$ cat src/design/mlsc_pkg.sv
// Shared types and constants of the MPLS label stack classifier.
// No dependencies.
`timescale 1ns / 1ps

package mlsc_pkg;

    typedef enum logic [1:0] {
        PH_IDLE  = 2'd0,
        PH_STACK = 2'd1,
        PH_AWAIT = 2'd2,
        PH_DONE  = 2'd3
    } phase_t;

    localparam logic [3:0] V_IPV4          = 4'd0;
    localparam logic [3:0] V_IPV6          = 4'd1;
    localparam logic [3:0] V_IPV4_GUESS    = 4'd2;
    localparam logic [3:0] V_IPV6_GUESS    = 4'd3;
    localparam logic [3:0] V_ETH_PW        = 4'd4;
    localparam logic [3:0] V_TOO_SMALL     = 4'd5;
    localparam logic [3:0] V_ROUTER_ALERT  = 4'd6;
    localparam logic [3:0] V_IMPLICIT_NULL = 4'd7;
    localparam logic [3:0] V_RESERVED      = 4'd8;
    localparam logic [3:0] V_UNKNOWN       = 4'd9;

    localparam logic [19:0] LABEL_IPV4          = 20'd0;
    localparam logic [19:0] LABEL_ROUTER_ALERT  = 20'd1;
    localparam logic [19:0] LABEL_IPV6          = 20'd2;
    localparam logic [19:0] LABEL_IMPLICIT_NULL = 20'd3;
    localparam logic [19:0] RESERVED_LIMIT      = 20'd15;

    localparam logic [3:0] NIB_ETH_PW = 4'h0;
    localparam logic [3:0] NIB_IPV4   = 4'h4;
    localparam logic [3:0] NIB_IPV6   = 4'h6;

    localparam int PW_HEADER_BYTES = 4;
    localparam int OFFSET_OUT_W    = 16;

    localparam int QUEUE_DEPTH = 4;
    localparam int QUEUE_PTR_W = $clog2(QUEUE_DEPTH);
    localparam int QUEUE_CNT_W = $clog2(QUEUE_DEPTH + 1);

    typedef struct packed {
        logic [3:0]              verdict;
        logic [OFFSET_OUT_W-1:0] inner_offset;
        logic [19:0]             bottom_label;
        logic [7:0]              stack_depth;
    } result_t;

    typedef struct packed {
        logic    push;
        result_t item;
    } push_t;

endpackage

$ cat src/design/mlsc_queue.sv
// Small verdict queue between parser and output stage.
// Depends on mlsc_pkg.
`timescale 1ns / 1ps

module mlsc_queue
    import mlsc_pkg::*;
(
    input  logic    aclk,
    input  logic    aresetn,
    input  push_t   wr,
    output logic    full,
    output logic    rd_valid,
    output result_t rd_item,
    input  logic    rd_pop
);

    result_t                slot_reg [QUEUE_DEPTH];
    logic [QUEUE_PTR_W-1:0] wr_ptr_reg, wr_ptr_next;
    logic [QUEUE_PTR_W-1:0] rd_ptr_reg, rd_ptr_next;
    logic [QUEUE_CNT_W-1:0] count_reg, count_next;
    logic                   do_push, do_pop;

    assign full     = (count_reg == QUEUE_CNT_W'(QUEUE_DEPTH));
    assign rd_valid = (count_reg != '0);
    assign rd_item  = slot_reg[rd_ptr_reg];
    assign do_push  = wr.push && !full;
    assign do_pop   = rd_pop && rd_valid;

    always_comb begin
        wr_ptr_next = wr_ptr_reg;
        rd_ptr_next = rd_ptr_reg;
        count_next  = count_reg;
        if (do_push) begin
            wr_ptr_next = (wr_ptr_reg == QUEUE_PTR_W'(QUEUE_DEPTH - 1)) ? '0 : wr_ptr_reg + 1'b1;
        end
        if (do_pop) begin
            rd_ptr_next = (rd_ptr_reg == QUEUE_PTR_W'(QUEUE_DEPTH - 1)) ? '0 : rd_ptr_reg + 1'b1;
        end
        if (do_push && !do_pop) begin
            count_next = count_reg + 1'b1;
        end else if (do_pop && !do_push) begin
            count_next = count_reg - 1'b1;
        end
    end

    always_ff @(posedge aclk) begin
        if (!aresetn) begin
            wr_ptr_reg <= '0;
            rd_ptr_reg <= '0;
            count_reg  <= '0;
        end else begin
            wr_ptr_reg <= wr_ptr_next;
            rd_ptr_reg <= rd_ptr_next;
            count_reg  <= count_next;
        end
    end

    always_ff @(posedge aclk) begin
        if (do_push) begin
            slot_reg[wr_ptr_reg] <= wr.item;
        end
    end

endmodule

$ cat src/design/mlsc_front.sv
// Front end: accepts payload bytes, assembles shims and classifies the stack.
// Depends on mlsc_pkg; pushes verdicts into mlsc_queue.
`timescale 1ns / 1ps

module mlsc_front
    import mlsc_pkg::*;
#(
    parameter int OFFSET_BITS = 16
) (
    input  logic       aclk,
    input  logic       aresetn,
    input  logic       s_valid,
    output logic       s_ready,
    input  logic [7:0] s_data_byte,
    input  logic       s_first_byte,
    input  logic       s_last_byte,
    input  logic       q_full,
    output push_t      wr
);

    // offset saturates at all ones of this width
    localparam int OFF_W = (OFFSET_BITS < OFFSET_OUT_W) ? OFFSET_BITS : OFFSET_OUT_W;

    phase_t           phase_reg, phase_next;
    logic [23:0]      shim_reg, shim_next;
    logic [1:0]       bis_reg, bis_next;
    logic [OFF_W-1:0] off_reg, off_next;
    logic [7:0]       cnt_reg, cnt_next;
    logic [19:0]      held_reg, held_next;

    logic             accept;
    phase_t           eff_phase;
    logic [23:0]      eff_shim;
    logic [1:0]       eff_bis;
    logic [OFF_W-1:0] eff_off;
    logic [7:0]       eff_cnt;
    logic [19:0]      eff_held;

    logic [OFF_W:0]   off_sum1, off_sum4;
    logic [OFF_W-1:0] off_inc, off_pw;
    logic [7:0]       cnt_inc;
    logic [19:0]      label;
    logic             bottom;
    logic [3:0]       nib;

    assign s_ready = !q_full;
    assign accept  = s_valid && s_ready;

    // a first byte restarts parsing in the stack phase with all parser state cleared
    assign eff_phase = s_first_byte ? PH_STACK : phase_reg;
    assign eff_shim  = s_first_byte ? '0 : shim_reg;
    assign eff_bis   = s_first_byte ? '0 : bis_reg;
    assign eff_off   = s_first_byte ? '0 : off_reg;
    assign eff_cnt   = s_first_byte ? '0 : cnt_reg;
    assign eff_held  = s_first_byte ? '0 : held_reg;

    assign off_sum1 = {1'b0, eff_off} + (OFF_W+1)'(1);
    assign off_sum4 = {1'b0, eff_off} + (OFF_W+1)'(PW_HEADER_BYTES);
    assign off_inc  = off_sum1[OFF_W] ? '1 : off_sum1[OFF_W-1:0];
    assign off_pw   = off_sum4[OFF_W] ? '1 : off_sum4[OFF_W-1:0];
    assign cnt_inc  = (eff_cnt == 8'hFF) ? eff_cnt : eff_cnt + 1'b1;
    assign label    = eff_shim[23:4];
    assign bottom   = eff_shim[0];
    assign nib      = s_data_byte[7:4];

    // next state
    always_comb begin
        phase_next = phase_reg;
        shim_next  = shim_reg;
        bis_next   = bis_reg;
        off_next   = off_reg;
        cnt_next   = cnt_reg;
        held_next  = held_reg;
        if (accept) begin
            shim_next = eff_shim;
            bis_next  = eff_bis;
            off_next  = eff_off;
            cnt_next  = eff_cnt;
            held_next = eff_held;
            unique case (eff_phase)
                PH_IDLE: begin
                    phase_next = PH_IDLE;
                end
                PH_DONE, PH_AWAIT: begin
                    phase_next = s_last_byte ? PH_IDLE : PH_DONE;
                end
                PH_STACK: begin
                    off_next = off_inc;
                    if (eff_bis != 2'd3) begin
                        shim_next  = {eff_shim[15:0], s_data_byte};
                        bis_next   = eff_bis + 1'b1;
                        phase_next = s_last_byte ? PH_IDLE : PH_STACK;
                    end else begin
                        shim_next = '0;
                        bis_next  = '0;
                        cnt_next  = cnt_inc;
                        if (!bottom) begin
                            phase_next = s_last_byte ? PH_IDLE : PH_STACK;
                        end else if (label < RESERVED_LIMIT) begin
                            phase_next = s_last_byte ? PH_IDLE : PH_DONE;
                        end else begin
                            held_next  = label;
                            phase_next = s_last_byte ? PH_IDLE : PH_AWAIT;
                        end
                    end
                end
                default: begin
                    phase_next = PH_IDLE;
                end
            endcase
        end
    end

    // verdict output
    always_comb begin
        wr.push              = 1'b0;
        wr.item.verdict      = V_TOO_SMALL;
        wr.item.inner_offset = '0;
        wr.item.bottom_label = '0;
        wr.item.stack_depth  = eff_cnt;
        unique case (eff_phase)
            PH_IDLE, PH_DONE: begin
                wr.push = 1'b0;
            end
            PH_AWAIT: begin
                wr.push              = accept;
                wr.item.inner_offset = OFFSET_OUT_W'(eff_off);
                wr.item.bottom_label = eff_held;
                unique case (nib)
                    NIB_IPV4: wr.item.verdict = V_IPV4_GUESS;
                    NIB_IPV6: wr.item.verdict = V_IPV6_GUESS;
                    NIB_ETH_PW: begin
                        wr.item.verdict      = V_ETH_PW;
                        wr.item.inner_offset = OFFSET_OUT_W'(off_pw);
                    end
                    default: wr.item.verdict = V_UNKNOWN;
                endcase
            end
            PH_STACK: begin
                if (eff_bis != 2'd3) begin
                    wr.push = accept && s_last_byte;
                end else if (!bottom) begin
                    wr.push             = accept && s_last_byte;
                    wr.item.stack_depth = cnt_inc;
                end else begin
                    wr.item.stack_depth  = cnt_inc;
                    wr.item.inner_offset = OFFSET_OUT_W'(off_inc);
                    wr.item.bottom_label = label;
                    if (label < RESERVED_LIMIT) begin
                        wr.push = accept;
                        unique case (label)
                            LABEL_IPV4:          wr.item.verdict = V_IPV4;
                            LABEL_ROUTER_ALERT:  wr.item.verdict = V_ROUTER_ALERT;
                            LABEL_IPV6:          wr.item.verdict = V_IPV6;
                            LABEL_IMPLICIT_NULL: wr.item.verdict = V_IMPLICIT_NULL;
                            default:             wr.item.verdict = V_RESERVED;
                        endcase
                    end else begin
                        // push only if the bottom shim ends the packet: no payload byte to look at
                        wr.push         = accept && s_last_byte;
                        wr.item.verdict = V_UNKNOWN;
                    end
                end
            end
            default: begin
                wr.push = 1'b0;
            end
        endcase
    end

    always_ff @(posedge aclk) begin
        if (!aresetn) begin
            phase_reg <= PH_IDLE;
            shim_reg  <= '0;
            bis_reg   <= '0;
            off_reg   <= '0;
            cnt_reg   <= '0;
            held_reg  <= '0;
        end else begin
            phase_reg <= phase_next;
            shim_reg  <= shim_next;
            bis_reg   <= bis_next;
            off_reg   <= off_next;
            cnt_reg   <= cnt_next;
            held_reg  <= held_next;
        end
    end

endmodule

$ cat src/design/mlsc_back.sv
// Back end: pops verdicts from the queue into the output register.
// Depends on mlsc_pkg.
`timescale 1ns / 1ps

module mlsc_back
    import mlsc_pkg::*;
(
    input  logic    aclk,
    input  logic    aresetn,
    input  logic    q_valid,
    input  result_t q_item,
    output logic    q_pop,
    output logic    m_valid,
    input  logic    m_ready,
    output result_t m_item
);

    logic    valid_reg, valid_next;
    result_t item_reg;

    // refill whenever the register is empty or being drained this cycle
    assign q_pop = q_valid && (!valid_reg || m_ready);

    always_comb begin
        valid_next = valid_reg;
        if (q_pop) begin
            valid_next = 1'b1;
        end else if (m_ready) begin
            valid_next = 1'b0;
        end
    end

    always_ff @(posedge aclk) begin
        if (!aresetn) begin
            valid_reg <= 1'b0;
        end else begin
            valid_reg <= valid_next;
        end
    end

    always_ff @(posedge aclk) begin
        if (q_pop) begin
            item_reg <= q_item;
        end
    end

    assign m_valid = valid_reg;
    assign m_item  = item_reg;

endmodule

$ cat src/design/mpls_label_stack_classifier_core.sv
// MPLS label stack classifier, top level.
//
// Input channel s_*: one payload byte per transfer, wire order; s_first_byte
// marks a packet start (it restarts parsing), s_last_byte the packet end.
// Output channel m_*: at most one verdict per packet with inner offset,
// bottom label and stack depth.
//
// Throughput: one byte per cycle while the queue is not full; the parser
// handles each byte with compares and a saturating add.
// Path: the transfer edge of the byte that settles a verdict writes it into
// the queue, and it moves on into the output register that drives m_valid
// once that register is empty or being drained.
// Stall: when m_ready is low the output register holds its verdict and the
// four-entry queue absorbs new ones; s_ready drops only when the queue is
// full.
// Reset: aresetn low (synchronous) empties queue and output register and
// returns the parser to idle, waiting for a first byte.
// Depends on mlsc_pkg, mlsc_front, mlsc_queue, mlsc_back.
`timescale 1ns / 1ps

module mpls_label_stack_classifier_core
    import mlsc_pkg::*;
#(
    parameter int OFFSET_BITS = 16
) (
    input  logic        aclk,
    input  logic        aresetn,
    input  logic        s_valid,
    output logic        s_ready,
    input  logic [7:0]  s_data_byte,
    input  logic        s_first_byte,
    input  logic        s_last_byte,
    output logic        m_valid,
    input  logic        m_ready,
    output logic [3:0]  m_verdict,
    output logic [15:0] m_inner_offset,
    output logic [19:0] m_bottom_label,
    output logic [7:0]  m_stack_depth
);

    push_t   wr;
    logic    q_full, q_valid, q_pop;
    result_t q_item, m_item;

    mlsc_front #(
        .OFFSET_BITS(OFFSET_BITS)
    ) u_front (
        .aclk        (aclk),
        .aresetn     (aresetn),
        .s_valid     (s_valid),
        .s_ready     (s_ready),
        .s_data_byte (s_data_byte),
        .s_first_byte(s_first_byte),
        .s_last_byte (s_last_byte),
        .q_full      (q_full),
        .wr          (wr)
    );

    mlsc_queue u_queue (
        .aclk    (aclk),
        .aresetn (aresetn),
        .wr      (wr),
        .full    (q_full),
        .rd_valid(q_valid),
        .rd_item (q_item),
        .rd_pop  (q_pop)
    );

    mlsc_back u_back (
        .aclk   (aclk),
        .aresetn(aresetn),
        .q_valid(q_valid),
        .q_item (q_item),
        .q_pop  (q_pop),
        .m_valid(m_valid),
        .m_ready(m_ready),
        .m_item (m_item)
    );

    assign m_verdict      = m_item.verdict;
    assign m_inner_offset = m_item.inner_offset;
    assign m_bottom_label = m_item.bottom_label;
    assign m_stack_depth  = m_item.stack_depth;

endmodule

$ cat config.mk
export PLATFORM = sky130hd
export DESIGN_NAME = mpls_label_stack_classifier_core
export DESIGN_NICKNAME = d
export VERILOG_FILES = /design/src/design/mlsc_pkg.sv /design/src/design/mlsc_queue.sv /design/src/design/mlsc_front.sv /design/src/design/mlsc_back.sv /design/src/design/mpls_label_stack_classifier_core.sv
export SDC_FILE = /design/constraint.sdc
export NUM_CORES = 1
export LEC_CHECK = 0
export ABC_CLOCK_PERIOD_IN_PS = 6000
export BUFFER_PORTS_ARGS = -buffer_cell sky130_fd_sc_hd__buf_2
export CORE_MARGIN = 8
export CORE_UTILIZATION = 53
export DETAILED_ROUTE_END_ITERATION = 16
export PLACE_DENSITY = 0.72
export SETUP_SLACK_MARGIN = 0.02
export SLEW_MARGIN = 40
export SYNTH_ARGS = -nofsm -noshare
export SYNTH_HDL_FRONTEND = slang
export SYNTH_SLANG_ARGS = --single-unit
$ cat constraint.sdc
create_clock -name aclk -period 6 [get_ports aclk]
set_input_delay 0.6 -clock aclk [delete_from_list [all_inputs] [get_ports aclk]]
set_output_delay 0.6 -clock aclk [all_outputs]
set_load 0.02 [all_outputs]
==> results of run 1 <==
-- worst max-delay path by stage --
stage                                                   end  slack, ps
after detailed placement  u_queue.slot_reg[2][34]$_DFFE_PP_       1150
after global placement    u_queue.slot_reg[2][34]$_DFFE_PP_        980
after global routing      u_queue.count_reg[2]$_SDFFE_PN0P_       1550
after CTS                 u_queue.slot_reg[2][36]$_DFFE_PP_       1710
final                     u_queue.count_reg[2]$_SDFFE_PN0P_       1840
after floorplan            u_queue.slot_reg[3][0]$_DFFE_PP_       1260
-- stage by stage --
step,instance area (um2),hold slack [ps],power [mW],std cells
final,14900,311,5.68,1349
after global placement,13900,459,3.91,1290
after detailed placement,13900,460,3.94,1291
after global routing,14900,306,5.93,1349
after CTS,14900,293,5.75,1349
after floorplan,13200,442,3.60,937
-- placed cells by master, fill, tap and decap left out, types with 4 or more instances in the layout --
| master | netlist | routed |
|---|---|---|
| a21o_1 | 6 | 6 |
| and4_1 | 6 | 6 |
| dfxtp_1 | 80 | 78 |
| or3_1 | 5 | 5 |
| inv_1 | 13 | 13 |
| a22oi_1 | 48 | 48 |
| o31ai_1 | 6 | 6 |
| nand2_1 | 44 | 44 |
| nand3_1 | 19 | 19 |
| clkbuf_1 | 51 | 7 |
| xor2_1 | 9 | 9 |
| and3_1 | 9 | 9 |
| a22o_1 | 20 | 20 |
| o21ai_0 | 42 | 42 |
| xnor2_1 | 15 | 15 |
| mux2i_1 | 8 | 8 |
| nand4b_1 | 4 | 4 |
| ha_1 | 13 | 13 |
| nor2_1 | 86 | 85 |
| nor4_1 | 9 | 8 |
| clkinv_2 | 0 | 9 |
| mux4_2 | 48 | 48 |
| nor2b_1 | 17 | 17 |
| a31oi_1 | 5 | 5 |
| a21oi_1 | 40 | 39 |
| clkinv_1 | 0 | 4 |
| nor3_1 | 21 | 20 |
| and2_1 | 10 | 6 |
| buf_2 | 0 | 63 |
| edfxtp_1 | 240 | 240 |
| nand4_1 | 10 | 10 |
| buf_4 | 0 | 17 |
| clkbuf_16 | 0 | 31 |
-- Yosys cell counts, types with 2 or more instances --
library cell	count	area share, %
or4_1	2	0.11
o31a_1	2	0.13
nand2_1	44	1.2
or4_4	2	0.17
a31oi_1	5	0.24
a21oi_1	40	1.5
nand3_1	19	0.72
buf_1	6	0.17
o211ai_1	3	0.17
a32o_1	2	0.15
nor2_1	86	2.4
nand3b_1	3	0.17
o311ai_0	2	0.13
a211oi_1	3	0.17
and4_1	6	0.40
a21o_1	6	0.34
nor2b_1	17	0.80
o22ai_1	3	0.14
ha_1	13	1.2
xor2_1	9	0.60
inv_1	13	0.37
mux4_2	48	8.2
o31ai_1	6	0.34
a22o_1	20	1.3
nand4b_1	4	0.26
mux2i_1	8	0.61
o21a_1	2	0.11
clkbuf_1	51	1.4
dfxtp_1	80	12
nand2b_1	3	0.14
nor3_1	21	0.79
or3_1	5	0.24
and3_1	9	0.43
edfxtp_1	240	54
a22oi_1	48	2.7
nand4_1	10	0.47
and2_1	10	0.47
o21ai_0	42	1.6
xnor2_1	15	0.99
nor4_1	9	0.43
-- report_power, final --
part | switching, mW | leakage (nW) | internal, mW
clock network | 0.787 | 0.472 | 1.03
registers | 0.105 | 2.87 | 2.67
logic | 0.671 | 1.62 | 0.427
total | 1.56 | 4.96 | 4.12
-- layout make-up --
cell class / count / share of cell area (%)
inverters: 14 / 0.370
repair buffers: 81 / 3.11
clock inverters: 17 / 0.765
well taps: 330 / 2.77
multi-input cells: 546 / 28.1
flip-flops and latches: 320 / 59.2
clock buffers: 41 / 5.66
-- worst max-delay path, cell delays in order --
cell and delay (ps):
buf_2 410, inv_1 370, nand2_1 220, ha_1 180, and2_1 160, and3_1 160
buf_4 330, nand3_1 140, a211oi_2 660, ha_1 320, inv_1 60, fa_1 370
xor2_1 170, or3_1 310, a21oi_1 140
-- cells by family (layout without fill, tap and decap cells) --
family                   after synthesis  count (layout)
AO/OA/AOI/OAI                        193             193
XOR/XNOR                              24              24
multiplexers                          57              57
flip-flops                           320             320
adder cells (fa/ha/maj)               14              14
buffers and inverters                 71             153
AND/OR/NAND/NOR                      258             258
-- routing by layer --
metal / vias to the layer above / routed length [um]
li1: 3756 / -
met5: - / 0
met2: 271 / 13000
met1: 4074 / 12500
met3: 34 / 1630
met4: 0 / 466
==> summary.md, run 1 <==
| Metric | Value |
|---|---|
| CTS tree | built |
| CTS Hold Buffers Added | 0 |
| Hold Crit Endpoint | u_front.shim_reg[3]$_SDFFE_PN0P_ |
| # DRC | 0 |
| Critical Path Start Type | input port |
| CTS Buf Count | 31 |
| Max reg flops | 192 |
| Crit path required time | 6480 ps |
| ANT nets after route | 0 |
| Core region area | 24800 um2 |
| Initial antenna violation count | 0 |
| Max-slew headroom | between 40 and 50% |
| Die area | 30300 um2 |
| Setup Skew | 10.4 ps |
| Number of port buffers | 63 |
| Main synth FF type | edfxtp_1 |
| Share of layout cells above drive strength 1 | approximately a fifth |
| R2R Setup Slk | 2290 ps |
| Global-route usage over all layers | 18.1% |
| Seq cells post-synth | 320 |
| Clock slew at the register clock pins of the worst setup and hold paths | 60 ps |
| # IOs | between 60 and 70 |
| DIE WIDTH | 174 um |
| Syn Nets | 965 |
| Ys async rst share | 0% |
| Pre-CTS setup slack | 1150 ps |
| TritonRoute pass-1 iters | 5 |
| Compound-Gate Fraction of Synth Area | 9.72% |
| Global-route wire length before repair | about 45000 um |
| Synth Area in Adders | around 1.4% |
| Xor/xnor share of the synthesized area | 1.59% |
| Starting DRT DRC Count | between 800 and 900 |
| Status | finished, final reports clean |
| R2R depth | 13 |
| Fin nets | 1022 |
| DR vias | around 8000 |
| Largest net degree at the start of global routing | 55 |
| Final Critical Period | 4160 ps |
| Synth-to-layout area growth | 12.6% |
| Ys Warns | 0 |
| Gr busiest metal | met2 |
| VDD IR-drop max | 0.369 mV |
| Main combinational cell family by area after synthesis | simple AND/OR/NAND/NOR gates |
| Met3 Use GR | 3.28% |
| Vias in the first global route | 8188 |
| P per Cell Area | 382 nW/um2 |
| Mapped Area | 13200 um2 |
| Final-report hold violation count | 0 |
| PostCTS Resize Cnt | 0 |
| Register area | 8810 um2 |
| Final Cycle Share | 69.3% |
| Worst R2R End | u_queue.count_reg[2]$_SDFFE_PN0P_ |
| Mux contribution to synthesized area | roughly 9% |
| Gpl congestion | 0.870 |
| Area occupied by multi-input gates | 4190 um2 |
| Max Slew Vio Count | 0 |
| Die Ht | 174 um |
| HPWL after detailed placement | 17500 um |
| RSZ-0062 raised after global routing | false |
| CP max FO | 32 |
| CTS HTree Levels | 1 |
| Met1 track demand over resource | between 20% and 30% |
| Vias per inst | 6.03 |
| WP data arrival | 4640 ps |
| Post-synthesis simple-gate area fraction | 9.83% |
| GR Util met2 | between 20% and 30% |
| Root Driver | clkbuf_16 |
| FP Rows | 58 |
| Routed length per instance | 20.4 um |
| Initial cell density of the core | 53.3% |
| Ant. Diodes | 0 |
| Max-cap check violation count | 0 |
| Clock Tree Buf Depth | 3 |
| Hold wc startpoint | s_data_byte[3] |
| Worst-margin pin slew | approximately 810 ps |
| Crit path from | s_first_byte |
| # setup viols final | 0 |
| Fillers | 1933 |
| Yosys cell types | 60 |
| Seq/Total Area, Yosys | roughly two thirds |
| Worst-skew pair later-pin latency | approximately 550 ps |
| Type of the tightest min-delay check | in -> reg |
| Worst flop-to-flop path startpoint | u_front.bis_reg[0]$_SDFFE_PN0P_ |
| WHS Path Cells | 3 |
| Total grt overflow | 0 |
| Total Wirelength | 27600 um |
| Number of flops mapped to enable cells by yosys | 240 |
| Post-CTS Setup Bufs | 0 |
| Synthesized netlist cell count | between 900 and 1000 |
| Clock tree sinks | 320 |
| Critical Path Sink Type | register |
| Setup_tns | 0 ps |
| Pleak | about 5.0 nW |
| Mean Syn Cell Area | 14.1 um2 |
| Crit path kind | in -> reg |
| Utilization after layout | 60.0% |
| Final worst-path setup slack | roughly 1800 ps |
| F_max | 240 MHz |
Power figures use the tool's default switching activity.
==> run 2: changes to the inputs <==
- ABC_AREA: unset -> 1
- ABC_CLOCK_PERIOD_IN_PS: 6000 -> 3600
- PLACE_DENSITY: 0.72 -> 0.75
- clock period: 6 -> 3.6 ns (I/O delays scaled with it)
==> run 2 against run 1 <==
Net effect:
- critical path depth is 4 lower
- flip-flop and latch count unchanged
- routed wire length up 24%
- sequential share of layout area decreased by 3.5 points
- combinational power increased to 2.5 times the previous value
- via count increased by 30%
- cell count is 36% higher
- die area grew 6.2%
- register-to-register slack worse by 1400 ps
- largest power group unchanged
==> summary.md, run 2 <==
| Metric | Value |
|---|---|
| Hold Crit Endpoint | u_front.shim_reg[2]$_SDFFE_PN0P_ (was u_front.shim_reg[3]$_SDFFE_PN0P_) |
| Yosys cell types | 42 (was 60) |
| Top-count cell post-synth | edfxtp_1 (unchanged) |
| Mapped Area | 14100 um2 (was 13200 um2) |
| Crit path max-delay cell type | dfxtp_1 (was a211oi_2) |
| Synthesized netlist cell count | 1435 (was 937) |
| WHS Path Cells | 3 (unchanged) |
| Clock Tree Buf Depth | 3 (unchanged) |
| Family with the most delay on the worst path | simple AND/OR/NAND/NOR gates (was buffers and inverters) |
| Number of port buffers | 63 (unchanged) |
| Root Driver | clkbuf_16 (unchanged) |
| Routed length per instance | 18.6 um (was 20.4 um) |
| CP dominant cell by count | nand2_1 |
| Gr busiest metal | met2 (unchanged) |
| Vias per inst | 5.79 (was 6.03) |
| CTS Buf Count | 31 (unchanged) |
| VDD IR-drop max | 0.482 mV (was 0.369 mV) |
| Met1 track demand over resource | 28.6% (was 25.4%) |
| Worst flop-to-flop path startpoint | u_front.off_reg[0]$_SDFFE_PN0P_ (was u_front.bis_reg[0]$_SDFFE_PN0P_) |
| Starting DRT DRC Count | 1090 (was 836) |
| Total Wirelength | 34100 um (was 27600 um) |
| Top cells by count, synth | 240 x edfxtp_1, 219 x nor2_1, 200 x nand2_1 (was 240 x edfxtp_1, 86 x nor2_1, 80 x dfxtp_1) |
| Total grt overflow | 0 (unchanged) |
| Crit path from | u_front.off_reg[0]$_SDFFE_PN0P_ (was s_first_byte) |
| Status | finished, final reports clean (unchanged) |
| Die Ht | 179 um (was 174 um) |
| CTS tree | built (unchanged) |
| Final worst-path setup slack | 925 ps (was 1840 ps) |
| Commonest non-fill, non-tap cell in the layout | edfxtp_1 (unchanged) |
| Gpl congestion | 0.861 (was 0.870) |
| Share of the synthesized area in the top cell type | 51.0% (was 54.5%) |
| Setup Skew | 14.5 ps (was 10.4 ps) |
| DIE WIDTH | 179 um (was 174 um) |
| CP max FO | 11 (was 32) |
| Number of flops mapped to enable cells by yosys | 240 (unchanged) |
| Main synth FF type | edfxtp_1 (unchanged) |
| Clock tree sinks | 320 (unchanged) |
| Ys Warns | 0 (unchanged) |
| Initial cell density of the core | 54.1% (was 53.3%) |
| GR Util met2 | 33.9% (was 28.8%) |
| Crit path kind | reg -> reg (was in -> reg) |
| Vias in the first global route | 10200 (was 8188) |
| Share of layout cells above drive strength 1 | 12.1% (was 19.3%) |
| Core region area | 26100 um2 (was 24800 um2) |
| Hold wc startpoint | s_data_byte[2] (was s_data_byte[3]) |
| DR vias | 10600 (was 8135) |
| Pre-CTS setup slack | 451 ps (was 1150 ps) |
| TritonRoute pass-1 iters | 8 (was 5) |
| Most frequent cells in the layout | 240 x edfxtp_1, 214 x nor2_1, 199 x nand2_1 (was 240 x edfxtp_1, 85 x nor2_1, 78 x dfxtp_1) |
| Max-cap check violation count | 0 (unchanged) |
| Global-route usage over all layers | 21.2% (was 18.1%) |
| Final Total Pwr | 10.9 mW (was 5.68 mW) |
| PostCTS Resize Cnt | 0 (unchanged) |
| Critical Path Sink Type | register (unchanged) |
| Post-CTS Setup Bufs | 0 (unchanged) |
| WP buf/inv | 2 (was 4) |
| Seq cells post-synth | 320 (unchanged) |
| Crit-path max cell delay | 360 ps (was 660 ps) |
| Ys async rst share | 0% (unchanged) |
| R2R depth | 11 (was 13) |
| Clock slew at the register clock pins of the worst setup and hold paths | 60 ps (about the same) |
| Global-route wire length before repair | 54100 um (was 44600 um) |
| Worst R2R End | u_queue.slot_reg[2][41]$_DFFE_PP_ (was u_queue.count_reg[2]$_SDFFE_PN0P_) |
| Worst-margin pin slew | 792 ps (was 810 ps) |
| Pleak | 6.00 nW (was 4.96 nW) |
| # setup viols final | 0 (unchanged) |
| Met3 Use GR | 4.28% (was 3.28%) |
| Fin nets | 1496 (was 1022) |
| CTS HTree Levels | 1 (unchanged) |
| P per Cell Area | 692 nW/um2 (was 382 nW/um2) |
| Final Cycle Share | 74.3% |
| WP data arrival | 3020 ps (was 4640 ps) |
| Type of the tightest min-delay check | in -> reg (unchanged) |
| HPWL after detailed placement | 20300 um (was 17500 um) |
| # DRC | 0 (unchanged) |
| # IOs | 64 (unchanged) |
| F_max | 374 MHz |
| Syn Nets | 1463 (was 965) |
| Crit path required time | 3940 ps (was 6480 ps) |
| Max reg flops | 192 (unchanged) |
| Synth-to-layout area growth | 11.9% (was 12.6%) |
| Largest net degree at the start of global routing | 99 (was 55) |
| Yosys top cell by area | edfxtp_1 (unchanged) |
| Hold slack | 20.6 ps (was 311 ps) |
| Critical Path Start Type | register (was input port) |
| R2R Setup Slk | 930 ps (was 2290 ps) |
| CP Cell Sequence | inv_1, nor2_1, ha_1, nand2_1, nor3_4, nand2_2, inv_2, nor2_1, nand2_1, nand2_1, a21oi_1 (was buf_2, inv_1, nand2_1, ha_1, and2_1, and3_1, buf_4, nand3_1, a211oi_2, ha_1, inv_1, fa_1, xor2_1, or3_1, a21oi_1) |
| ANT nets after route | 0 (unchanged) |
| Die area | 32100 um2 (was 30300 um2) |
| Mean Syn Cell Area | 9.84 um2 (was 14.1 um2) |
| CTS Hold Buffers Added | 0 (unchanged) |
| Max Slew Vio Count | 0 (unchanged) |
| Initial antenna violation count | 3 (was 0) |
| Seq/Total Area, Yosys | 62.4% (was 66.6%) |
| RSZ-0062 raised after global routing | false (unchanged) |
| Max-slew headroom | 47.2% (was 45.3%) |
| Worst-skew pair later-pin latency | 570 ps (was 550 ps) |
| Final Critical Period | 2670 ps |
| FP Rows | 59 (was 58) |
| Synth area leaders | edfxtp_1 51%, dfxtp_1 11%, o21ai_0 6.2% (was edfxtp_1 54%, dfxtp_1 12%, mux4_2 8.2%) |
| Final-report hold violation count | 0 (unchanged) |
| Ant. Diodes | 0 (unchanged) |
[run 2: cell types whose count changed in the layout (fill, tap and decap cells not counted), moves of 60 or more]
cell     change
a21oi_1     +62
inv_1       +92
nand2_1    +155
nor2_1     +129
o21ai_0    +133
o22ai_1     +60
[run 2: worst min-delay path: stages]
cell and delay [ps]:
buf_2 70, a211oi_1 50, nor2_1 70
[run 2: worst max path at each step]
stage,endpoint,slack (ps),depth (start not counted)
detailed placement,u_queue.count_reg[2]$_SDFFE_PN0P_,450,21
CTS,u_queue.slot_reg[0][41]$_DFFE_PP_,1020,11
floorplan,u_queue.slot_reg[0][0]$_DFFE_PP_,-970,12
global route,u_queue.slot_reg[0][41]$_DFFE_PP_,760,11
global placement,u_queue.count_reg[2]$_SDFFE_PN0P_,530,21
finish,u_queue.slot_reg[2][41]$_DFFE_PP_,930,11
[run 2: layer usage]
| layer | wire [um] | up-vias | part of all wire, % |
|---|---|---|---|
| met5 | 32 | - | 0.094 |
| li1 | - | 5044 | - |
| met4 | 1020 | 6 | 3.0 |
| met1 | 14700 | 5040 | 43 |
| met2 | 15400 | 422 | 45 |
| met3 | 2930 | 78 | 8.6 |
[run 2: cells by family after synthesis]
| group | share of synthesized area [%] |
|---|---|
| fa+ha+maj | 1.29 |
| compound gates | 15.1 |
| xor+xnor | 0.558 |
| flops | 62.4 |
| buf+inv | 5.77 |
| simple gates | 14.9 |
[run 2: per-stage QoR]
step	util (%)	setup TNS (ps)	cells	instance area, um2
final	60.5	0	1828	15800
after global routing	60.5	0	1828	15800
after CTS	60.5	0	1828	15800
after detailed placement	56.5	0	1770	14800
after global placement	56.5	0	1770	14800
after floorplan	-	-186990	1435	14100
[run 2: area by class of cell]
cell class	count	area (um2)
Clock inverter	20	250
Sequential cell	320	8810
Tap cell	335	419
Multi-Input combinational cell	916	4550
Fill cell	2120	10300
Inverter	113	433
Clock buffer	38	802
Timing Repair Buffer	86	542
[run 2: report_power, final]
group	total, mW	internal [mW]	leakage (nW)	switching (mW)
registers	4.80	4.61	3.14	0.183
clock network	3.35	1.95	0.504	1.40
logic	2.80	0.780	2.35	2.02
